--- config.mk ---
export PLATFORM = sky130hd
export DESIGN_NAME = rme_ctrl
export DESIGN_NICKNAME = d
export VERILOG_FILES = /design/src/rtl/rme_pkg.sv /design/src/rtl/rme_ctrl.sv
export SDC_FILE = /design/constraint.sdc
export NUM_CORES = 1
export LEC_CHECK = 0
export BUFFER_PORTS_ARGS = -buffer_cell sky130_fd_sc_hd__buf_2
export CAP_MARGIN = 10
export CORE_UTILIZATION = 37
export DETAILED_ROUTE_END_ITERATION = 10
export REMOVE_ABC_BUFFERS = 1
export SETUP_SLACK_MARGIN = 0.5
export SKIP_CTS_REPAIR_TIMING = 1
export SLEW_MARGIN = 20
export SYNTH_ARGS = -nofsm -noshare
export SYNTH_HDL_FRONTEND = slang
export SYNTH_SLANG_ARGS = --single-unit
--- constraint.sdc ---
create_clock -name i_clk -period 1.94 [get_ports i_clk]
set_input_delay 0.291 -clock i_clk [delete_from_list [all_inputs] [get_ports i_clk]]
set_output_delay 0.291 -clock i_clk [all_outputs]
set_load 0.02 [all_outputs]
--- src/rtl/rme_pkg.sv ---
// shared constants, register indexes and controller command type for the modexp core
package rme_pkg;

    // operand widths
    localparam int MOD_WIDTH      = 32;
    localparam int EXP_WIDTH      = 32;
    localparam int BLOCK_WIDTH    = 64;
    localparam int RESULT_WIDTH   = 32;
    localparam int PROD_WIDTH     = 2 * MOD_WIDTH;

    // configuration port
    localparam int CFG_IDX_WIDTH  = 2;
    localparam int CFG_DATA_WIDTH = (MOD_WIDTH > EXP_WIDTH) ? MOD_WIDTH : EXP_WIDTH;

    // register indexes
    localparam logic [CFG_IDX_WIDTH-1:0] CFG_MODULUS  = CFG_IDX_WIDTH'(0);
    localparam logic [CFG_IDX_WIDTH-1:0] CFG_EXPONENT = CFG_IDX_WIDTH'(1);

    // reset values
    localparam logic [31:0] PUB_EXP_DEFAULT = (32'h1 << 16) | 32'h1;
    localparam logic [MOD_WIDTH-1:0] MODULUS_RESET = MOD_WIDTH'(2);
    localparam logic [EXP_WIDTH-1:0] EXPONENT_RESET = EXP_WIDTH'(PUB_EXP_DEFAULT);

    // controller counter widths
    localparam int RED_CNT_WIDTH  = $clog2(BLOCK_WIDTH);
    localparam int EXP_CNT_WIDTH  = $clog2(EXP_WIDTH);
    localparam logic [RED_CNT_WIDTH-1:0] RED_LAST = RED_CNT_WIDTH'(BLOCK_WIDTH - 1);
    localparam logic [EXP_CNT_WIDTH-1:0] EXP_LAST = EXP_CNT_WIDTH'(EXP_WIDTH - 1);

    // commands from controller to datapath
    typedef struct packed {
        logic load;      // capture block, modulus and exponent
        logic red_step;  // one bit of serial reduction on both lanes
        logic setup;     // base from reduced block, accumulator to one
        logic mul;       // both products into the reduction shifters
        logic update;    // commit base, and accumulator where the exponent bit is set; next exponent bit
        logic finish;    // accumulator goes to the output register
    } t_dp_cmd;

endpackage

--- src/rtl/rme_ctrl.sv ---
// sequencer for block reduction and square-and-multiply rounds
module rme_ctrl (
    input  logic              i_clk,
    input  logic              i_rst_n,
    input  logic              i_in_valid,
    input  logic              i_out_busy,
    output logic              o_in_ready,
    output rme_pkg::t_dp_cmd  o_cmd
);

    typedef enum logic [6:0] {
        S_IDLE  = 7'b0000001,
        S_RBLK  = 7'b0000010,
        S_SETUP = 7'b0000100,
        S_MUL   = 7'b0001000,
        S_RPRD  = 7'b0010000,
        S_UPD   = 7'b0100000,
        S_DONE  = 7'b1000000
    } t_state;

    t_state                                r_state, n_state;
    logic [rme_pkg::RED_CNT_WIDTH-1:0]     r_red_cnt, n_red_cnt;
    logic [rme_pkg::EXP_CNT_WIDTH-1:0]     r_exp_cnt, n_exp_cnt;

    // next state and commands
    always_comb begin
        n_state   = r_state;
        n_red_cnt = r_red_cnt;
        n_exp_cnt = r_exp_cnt;
        o_cmd     = '0;
        o_in_ready = 1'b0;
        unique case (r_state)
            S_IDLE: begin
                o_in_ready = 1'b1;
                if (i_in_valid) begin
                    o_cmd.load = 1'b1;
                    n_red_cnt  = '0;
                    n_state    = S_RBLK;
                end
            end
            S_RBLK: begin
                o_cmd.red_step = 1'b1;
                n_red_cnt      = r_red_cnt + 1'b1;
                if (r_red_cnt == rme_pkg::RED_LAST) begin
                    n_state = S_SETUP;
                end
            end
            S_SETUP: begin
                o_cmd.setup = 1'b1;
                n_exp_cnt   = '0;
                n_state     = S_MUL;
            end
            S_MUL: begin
                o_cmd.mul = 1'b1;
                n_red_cnt = '0;
                n_state   = S_RPRD;
            end
            S_RPRD: begin
                o_cmd.red_step = 1'b1;
                n_red_cnt      = r_red_cnt + 1'b1;
                if (r_red_cnt == rme_pkg::RED_LAST) begin
                    n_state = S_UPD;
                end
            end
            S_UPD: begin
                o_cmd.update = 1'b1;
                n_exp_cnt    = r_exp_cnt + 1'b1;
                n_state      = (r_exp_cnt == rme_pkg::EXP_LAST) ? S_DONE : S_MUL;
            end
            S_DONE: begin
                if (!i_out_busy) begin
                    o_cmd.finish = 1'b1;
                    n_state      = S_IDLE;
                end
            end
            default: begin
                n_state = S_IDLE;
            end
        endcase
    end

    // state and counters
    always_ff @(posedge i_clk) begin
        if (!i_rst_n) begin
            r_state   <= S_IDLE;
            r_red_cnt <= '0;
            r_exp_cnt <= '0;
        end else begin
            r_state   <= n_state;
            r_red_cnt <= n_red_cnt;
            r_exp_cnt <= n_exp_cnt;
        end
    end

endmodule

==> impl_metrics.yaml, run 1 <==
logic_synthesis:
  synth_edf_count: 0
  synth_fa_ha_area_share_pct: 3.39
  yosysWarnings: 0
  synth_compound_area_share_pct: 21.8
  synth_top_cell_area_share_pct: 32.5
  ys_seq_area_share_pct: 32.5
  synthArstFlopShare_pct: 0
  synthesis.area_mm2: 0.00111
  synth_top_area_cell: "dfxtp_1"
  synth_area_leaders: "dfxtp_1 33%, nand2b_1 5.1%, o21ai_0 3.6%"
  synthSimpleGateAreaFrac_pct: 33.0
  synth_top_family_by_area: "simple AND/OR/NAND/NOR gates"
  synth-seq-cells: 18
  synthCells: 137
  synth_ff_type: "dfxtp_1"
  synth_xor_area_share_pct: 1.58
  synth.area.mux_share_pct: 0.903
  syn_avg_cell_area_um2: 8.09
  ys_types: 45
pwr:
  p_clk_share_pct: 29.4
  p_sw_uw: 246
  p_per_area_mw_per_mm2: 573
  p_seq_share_pct: 46.7
  irDropWorstVdd_v: 0.000264
  p_comb_share_pct: 23.9
  p_sw_share_pct: 29.8
  p_total_uw: 826
  internal_power_uw: 580
  p_leak_uw: 0.000616
clocking:
  clk_pin_slew_ps: 110
  htreeDepth: 1
  clock_sinks: 18
  clock_latency_ps: 300
  clock-root-buffer: "clkbuf_4"
  clockBufferDepth: 2
  cts_inserted_buffers: 3
  cts_tree: "yes"
finish:
  diodes: 0
  layoutNonFillerInstCount: 188
  final_cell_area_mm2: 0.00144
  drive_gt1_share_pct: 35.0
  seqCellArea_um2: 385
  nFillCells: 281
  multiInputGateArea_um2: 758
  layout-area-overhead-vs-synth_pct: 30.0
  fin_nets: 165
floorplan:
  start_util_pct: 39.5
  die_width_um: 56.7
  rows: 19
  dieHeight_um: 56.7
  die_area_mm2: 0.00322
  io_pins: 11
  coreArea_mm2: 0.00281
grt:
  antenna_found_initial: 0
  grt_max_degree: 14
  grt_pass1_vias: 947
  globalRouteOverflowTotal: 0
  grt_pass1_wl_mm: 4.21
  grt_usage_pct: 16.9
detailed_routing:
  vias_per_cell: 5.85
  wl_per_cell_um: 15.1
  drt-total-wl_mm: 2.85
  drt_iter0_markers: 62
  vias: 1100
  drc: 0
  dr.pass1.iters: 4
  ant_nets: 0
timing:
  rsz0062_at_grt: "yes"
  finalMaxSlewViolations: 0
  fin_crit_ps: 1900
  setup_ws_ps: 36.1
  hold_viol: 0
  timing.hold.ws_ps: 340
  tightestPinTransition_ps: 319
  slew_headroom_pct: 78.5
  fmax_ghz: 0.525
  fin_crit_sh_pct: 98.1
  skew_ps: 3.34
  setup_viol: 0
placement:
  placed_cells: 176
  io_buffers: 10
  dpl_cell_area_mm2: 0.00121
  place_congestion: 0.859
  post-place-ws_ps: 214
  dp_hpwl_mm: 1.84
status:
  outcome: "finished clean"
worst_hold_path:
  hold_class: "in2reg"
setup_path:
  cp_data_arrival_time_ps: 1610
  cp_max_fo: 8
  start_kind: "register"
  endpoint_kind: "output port"
  critPathRequiredTime_ps: 1650
  crit_type: "reg2out"
run:
  maxCapViolations: 0
==> cells by family (layout without fill, tap and decap cells) <==
| kind of cell | count (synthesis) | in the layout |
|---|---|---|
| multiplexers | 1 | 1 |
| XOR/XNOR | 2 | 2 |
| AO/OA/AOI/OAI | 33 | 33 |
| flip-flops | 18 | 18 |
| AND/OR/NAND/NOR | 62 | 62 |
| buffers and inverters | 18 | 38 |
| adder cells (fa/ha/maj) | 3 | 3 |
==> metal layers <==
metal	wire, um	vias up	share of wire, %	GRT usage (%)
met5	0	-	0	0
met4	31	0	1.1	9.41
met3	131	6	4.6	3.23
met2	1380	30	48	25.7
met1	1310	522	46	22.4
li1	-	542	-	-
==> synthesized netlist by cell type (2+ instances only) <==
library cell  number
dfxtp_1           18
nor3_1             7
or2_2              2
nand2_1            7
a21o_1             2
a32o_1             3
o21ai_0            8
nor4_1             3
ha_1               3
o22ai_1            2
a211oi_1           2
nor4b_1            3
and3_1             6
a21oi_1            4
nor2b_1            2
inv_1              9
clkbuf_1           6
nor3b_1            4
a22o_1             2
nand3_1            4
nand2b_1           9
nor2_1             8
==> registers in the layout, summed over array words and instances, names as in the netlist <==
register / count
r_state: 7
r_red_cnt: 6
r_exp_cnt: 5
==> area by class of cell <==
| cell class | instances | share of cell area [%] |
|---|---|---|
| multi-input combinational | 101 | 52.6 |
| inverter | 9 | 2.34 |
| timing repair buffer | 25 | 13.1 |
| sequential | 18 | 26.7 |
| tap | 31 | 2.69 |
| clock buffer | 4 | 2.52 |
==> power by group through the flow <==
| stage | registers (uW) | clock network, uW | logic (uW) |
|---|---|---|---|
| 3_5_place_dp | 401 | 0 | 139 |
| 3_3_place_gp | 400 | 0 | 139 |
| 4_1_cts | 393 | 251 | 139 |
| 6_report | 386 | 243 | 197 |
| 5_1_grt | 387 | 267 | 212 |
| 2_1_floorplan | 398 | 0 | 86.5 |
==> critical path: stages, from the launching register on <==
cell	delay, ps
dfxtp_4	390
or4_4	560
a211oi_4	210
buf_6	150
==> worst paths after layout <==
check	from	end	slack [ps]	depth (start not counted)
max	r_state[2]	o_cmd[4]	40	3
max reg2reg	r_state[4]	r_red_cnt[2]	170	5
min reg2reg	r_red_cnt[0]	r_red_cnt[0]	460	1
min	i_rst_n	r_state[4]	340	3
==> cell usage in the layout (no fill, tap or decap), types with 3 or more instances in the layout <==
cell type	n
a21oi_1	3
a32o_1	3
and3_1	6
buf_2	6
buf_4	15
buf_6	3
clkbuf_4	3
dfxtp_1	10
dfxtp_4	6
ha_1	3
inv_1	7
nand2_1	6
nand2b_1	9
nand3_1	4
nor2_1	7
nor3_1	6
nor3b_2	3
o21ai_0	8
==> stage by stage <==
| step | utilization, % | TNS [ps] |
|---|---|---|
| 3_5_place_dp | 43.0 | 0 |
| 3_3_place_gp | 43.0 | 0 |
| 4_1_cts | 44.3 | -274 |
| 2_1_floorplan | - | 0 |
| 6_report | 51.4 | 0 |
| 5_1_grt | 51.4 | -17.6 |
Power figures use the tool's default switching activity.
==> inputs of run 2 (changes only) <==
--- a/config.mk
+++ b/config.mk
@@ -11,3 +11,2 @@
 export DETAILED_ROUTE_END_ITERATION = 10
-export REMOVE_ABC_BUFFERS = 1
 export SETUP_SLACK_MARGIN = 0.5
==> constraint.sdc (replaced) <==
create_clock -name i_clk -period 1.94 [get_ports i_clk]
set_input_delay 0 -clock i_clk [delete_from_list [all_inputs] [get_ports i_clk]]
set_output_delay 0 -clock i_clk [all_outputs]
set_load 0.02 [all_outputs]
==> run 2 against run 1 <==
Net effect: register-to-register slack gained 80 ps; sequential share of layout area grew 0.49 points; highest routed layer unchanged; clock power shrank 2%; clock skew grew 6.2 ps; critical path depth grew 1; first-iteration DRC count shrank 34%; sequential cell count is the same; largest power group unchanged; cell count shrank 2.7%; via count shrank 1.7%; utilization shrank 2.9 points.
==> impl_metrics.yaml, run 2 (synthesis results as in run 1) <==
status:
  outcome: "finished clean"
timing:
  finalMaxSlewViolations: 0
  finalSetupTns_ps: 0
  fmax_ghz: 0.592
  skew_ps: 9.50
  fin_crit_ps: 1690
  hold_viol: 0
  setup_viol: 0
  tightestPinTransition_ps: 419
  slew_headroom_pct: 71.8
  fin_crit_sh_pct: 87.0
  rsz0062_at_grt: "yes"
finish:
  largest_reg_flops: 7
  layout-area-overhead-vs-synth_pct: 22.7
  fin_nets: 160
  final_cell_mix: "12 x buf_4, 12 x dfxtp_1, 9 x nand2b_1, 8 x nor2_1, 8 x inv_1"
  top_regs: "r_state x7, r_red_cnt x6, r_exp_cnt x5"
  diodes: 0
  layoutNonFillerInstCount: 183
  top_register: "r_state"
  drive_gt1_share_pct: 31.6
floorplan:
  rows: 19
  io_pins: 11
  die_area_mm2: 0.00322
  start_util_pct: 39.5
  coreArea_mm2: 0.00281
  dieHeight_um: 56.7
  die_width_um: 56.7
detailed_routing:
  vias_per_cell: 5.91
  wl_per_cell_um: 14.1
  drc: 0
  drt-total-wl_mm: 2.58
  dr.pass1.iters: 4
  drt_iter0_markers: 41
  vias: 1081
  ant_nets: 0
clocking:
  clockBufferDepth: 2
  clock_latency_ps: 300
  clock_sinks: 18
  clock-root-buffer: "clkbuf_4"
  htreeDepth: 1
  clk_pin_slew_ps: 110
  cts_inserted_buffers: 3
  cts_tree: "yes"
setup_path:
  endpoint_kind: "register"
  cp_data_arrival_time_ps: 1890
  regToRegSetupSlack_ps: 250
  critPathRequiredTime_ps: 2140
  cp_max_fo: 11
  crit_start: "r_state[1]"
  r2r-start: "r_state[1]"
  crit_type: "reg2reg"
  start_kind: "register"
worst_hold_path:
  hold_class: "in2reg"
  worstHoldStart: "i_rst_n"
pwr:
  p_seq_share_pct: 49.9
  p_clk_share_pct: 30.1
  p_leak_uw: 0.000572
  p_sw_share_pct: 28.9
  internal_power_uw: 562
  irDropWorstVdd_v: 0.000282
  p_comb_share_pct: 20.1
  p_per_area_mw_per_mm2: 581
  p_sw_uw: 229
  p_total_uw: 790
grt:
  grt_pass1_vias: 1040
  globalRouteOverflowTotal: 0
  antenna_found_initial: 0
  grt_usage_pct: 17.1
  grt_pass1_wl_mm: 4.37
  grt_max_degree: 13
logic_synthesis:
  synth_nets: 144
placement:
  dp_hpwl_mm: 1.81
  place_congestion: 0.801
  placed_cells: 174
  io_buffers: 10
run:
  maxCapViolations: 0
[run 2: path summary, 6_finish.rpt]
kind	endpoint	cells after the start
max	r_red_cnt[2]	4
min	r_red_cnt[0]	3
max reg2reg	r_red_cnt[2]	4
min reg2reg	r_red_cnt[0]	1
[run 2: area by class of cell]
type                            instances  area [um^2]
Sequential cell                        18          370
Inverter                                9         33.8
Fill cell                             272         1450
Timing Repair Buffer                   20          136
Clock buffer                            4         36.3
Tap cell                               31         38.8
Multi-Input combinational cell        101          744
[run 2: power groups by stage]
stage,clock network [uW],registers [uW],logic [uW]
floorplan,0,390,108
global placement,0,401,130
detailed placement,0,401,132
CTS,251,393,133
global route,261,396,174
finish,238,394,158
[run 2: stage by stage]
| stage | hold slack (ps) | instance area, um^2 | utilization [%] | setup WS (ps) |
|---|---|---|---|---|
| floorplan | 52.7 | 1130 | - | 310 |
| global placement | 278 | 1210 | 43.1 | 215 |
| detailed placement | 281 | 1210 | 43.1 | 206 |
| CTS | 46.4 | 1250 | 44.4 | 92.8 |
| global route | 80.6 | 1360 | 48.5 | 164 |
| finish | 54.6 | 1360 | 48.5 | 252 |
[run 2: worst max-delay path, stage by stage (launching register included)]
cell and delay (ps):
dfxtp_2 480, xor2_1 260, a211oi_1 150, o31a_1 340, a221o_1 360
[run 2: layer usage]
metal | vias up | track usage [%] | share of wire, %
li1 | 532 | - | -
met1 | 516 | 21.0 | 46
met2 | 29 | 30.3 | 47
met3 | 4 | 3.46 | 4.9
met4 | 0 | 4.18 | 1.2
met5 | - | 0 | 0
==> inputs of run 3 (changes only) <==
- ABC_AREA: unset -> 1
==> run 3 against run 2 <==
Net effect: global-route usage shrank 0.23 points; sequential power up 10%; cell area decreased by 8.9%; largest power group unchanged; largest cell class unchanged.
==> impl_metrics.yaml, run 3 <==
logic_synthesis:
  synth_top_area_cell: "dfxtp_1"
  synth_ff_type: "dfxtp_1"
  synthesis.area_mm2: 0.00103
  yosysWarnings: 0
  syn_avg_cell_area_um2: 7.09
  synth_commonest_cells: "22 x nand2_1, 18 x dfxtp_1, 15 x nand3_1, 15 x nor2_1"
  synthArstFlopShare_pct: 0
  synth_most_common_cell: "nand2_1"
  synthCells: 145
  synth-seq-cells: 18
  ys_seq_area_share_pct: 35.0
  synth_area_leaders: "dfxtp_1 35%, nand2_1 8.0%, nand3_1 7.3%"
  synth_nets: 152
  ys_types: 24
  synth_edf_count: 0
  synth_top_cell_area_share_pct: 35.0
grt:
  grt_pass1_vias: 803
  globalRouteOverflowTotal: 0
  grt_usage_pct: 16.8
  grt_pass1_wl_mm: 3.51
  grt_max_degree: 13
  antenna_found_initial: 0
placement:
  placed_cells: 184
  post-place-ws_ps: 587
  io_buffers: 10
  dp_hpwl_mm: 1.68
  dpl_cell_area_mm2: 0.00111
  place_congestion: 0.766
finish:
  top_register: "r_state"
  layoutNonFillerInstCount: 192
  final_cell_area_mm2: 0.00124
  drive_gt1_share_pct: 32.7
  layout-area-overhead-vs-synth_pct: 20.4
  largest_reg_flops: 7
  top_regs: "r_state x7, r_red_cnt x6, r_exp_cnt x5"
  final_common_cell: "nand2_1"
  diodes: 0
  fin_nets: 171
  final_cell_mix: "22 x nand2_1, 16 x dfxtp_1, 13 x inv_1, 13 x a21oi_1"
detailed_routing:
  vias: 978
  drt_iter0_markers: 14
  dr.pass1.iters: 4
  wl_per_cell_um: 11.8
  top_layer_used: "met4"
  drc: 0
  wl_met3_um: 59
  ant_nets: 0
  wl_met1_mm: 1.04
  drt-total-wl_mm: 2.27
  met2_wirelength_mm: 1.16
  vias_per_cell: 5.09
setup_path:
  cp_max_fo: 7
  crit_chain: "inv_2 > nand2_4 > nor2_4 > nand3_2 > inv_1 > buf_2"
  endpoint_kind: "output port"
  crit_type: "reg2out"
  critPathSlowestCell: "dfxtp_1"
  crit_path_max_incr_delay_ps: 320
  cp_data_arrival_time_ps: 1390
  critPathRequiredTime_ps: 1940
  start_kind: "register"
  r2r_cells: 10
pwr:
  irDropWorstVdd_v: 0.000719
  p_per_area_mw_per_mm2: 849
  p_total_uw: 1050
  p_leak_uw: 0.000581
clocking:
  clockBufferDepth: 2
  clk_pin_slew_ps: 100
  clock_sinks: 18
  clock-root-buffer: "clkbuf_4"
  clock_latency_ps: 280
  htreeDepth: 1
  cts_inserted_buffers: 3
  cts_tree: "yes"
floorplan:
  io_pins: 11
  coreArea_mm2: 0.00254
  die_area_mm2: 0.00299
  start_util_pct: 40.4
  rows: 18
  die_width_um: 54.7
  dieHeight_um: 54.7
timing:
  hold_viol: 0
  fin_crit_ps: 1390
  fin_crit_sh_pct: 71.6
  fmax_ghz: 0.720
  tightestPinTransition_ps: 409
  finalMaxSlewViolations: 0
  skew_ps: 0.543
  slew_headroom_pct: 72.7
  finalSetupTns_ps: 0
  rsz0062_at_grt: "yes"
  setup_ws_ps: 551
  setup_viol: 0
status:
  outcome: "finished clean"
run:
  maxCapViolations: 0
worst_hold_path:
  hold_class: "in2reg"
  min_path_cells: 3
-- run 3: cell types whose count changed in the layout (fill, tap and decap cells not counted), sizes merged, moves of 6 or more --
cell | before | now
a21oi | 4 | 14
and3 | 6 | 0
buf | 20 | 14
inv | 9 | 22
nand2 | 7 | 31
nand2b | 9 | 0
nand3 | 4 | 18
nor2 | 8 | 19
-- run 3: metrics by stage --
step	utilization [%]	hold WS, ps
floorplan	-	84.1
detailed placement	43.7	266
CTS	44.6	-41.8
global route	48.7	20.1
finish	48.7	22.0
global placement	43.7	267
-- run 3: logic make-up after synthesis --
kind of cell               after synthesis  synth area share, %
adders and majority gates                3                 3.65
AOI/OAI and AO/OA                       19                 9.49
xor gates and xnor gates                 1                0.852
buffers and inverters                   23                 8.64
DFF                                     18                 35.0
and+or+nand+nor                         81                 42.3
-- run 3: final timing paths --
check / start / end / slack, ps
hold / removal: i_out_busy / r_state[6] / 20
hold reg to reg: r_exp_cnt[3] / r_exp_cnt[3] / 470
setup reg to reg: r_state[5] / r_state[0] / 580
setup / recovery: r_state[5] / o_cmd[5] / 550
-- run 3: routing by layer --
| layer | vias to the layer above | GRT usage, % |
|---|---|---|
| met2 | 9 | 27.3 |
| met1 | 460 | 21.6 |
| met4 | 0 | 6.41 |
| met5 | - | 0 |
| li1 | 507 | - |
| met3 | 2 | 3.33 |
-- run 3: area by class of cell --
type / count / area (um^2)
tap: 30 / 37.5
clock buffer: 3 / 22.5
fill: 281 / 1310
inverter: 22 / 87.6
timing repair buffer: 15 / 108
sequential: 18 / 363
multi-input combinational: 104 / 621
-- run 3: power by group --
| part | total (uW) | internal, uW | switching, uW | leakage (uW) |
|---|---|---|---|---|
| Sequential | 435 | 400 | 34.9 | 0.000146 |
| Combinational | 434 | 148 | 286 | 0.000421 |
| Clock | 183 | 72.0 | 111 | 0.0000138 |
| Total | 1050 | 621 | 431 | 0.000581 |
-- run 3: worst max-delay path, delay by kind of cell (launching register included) --
kind | cells | cell delay (ps)
flops | 1 | 320
simple gates | 3 | 450
buf+inv | 3 | 330
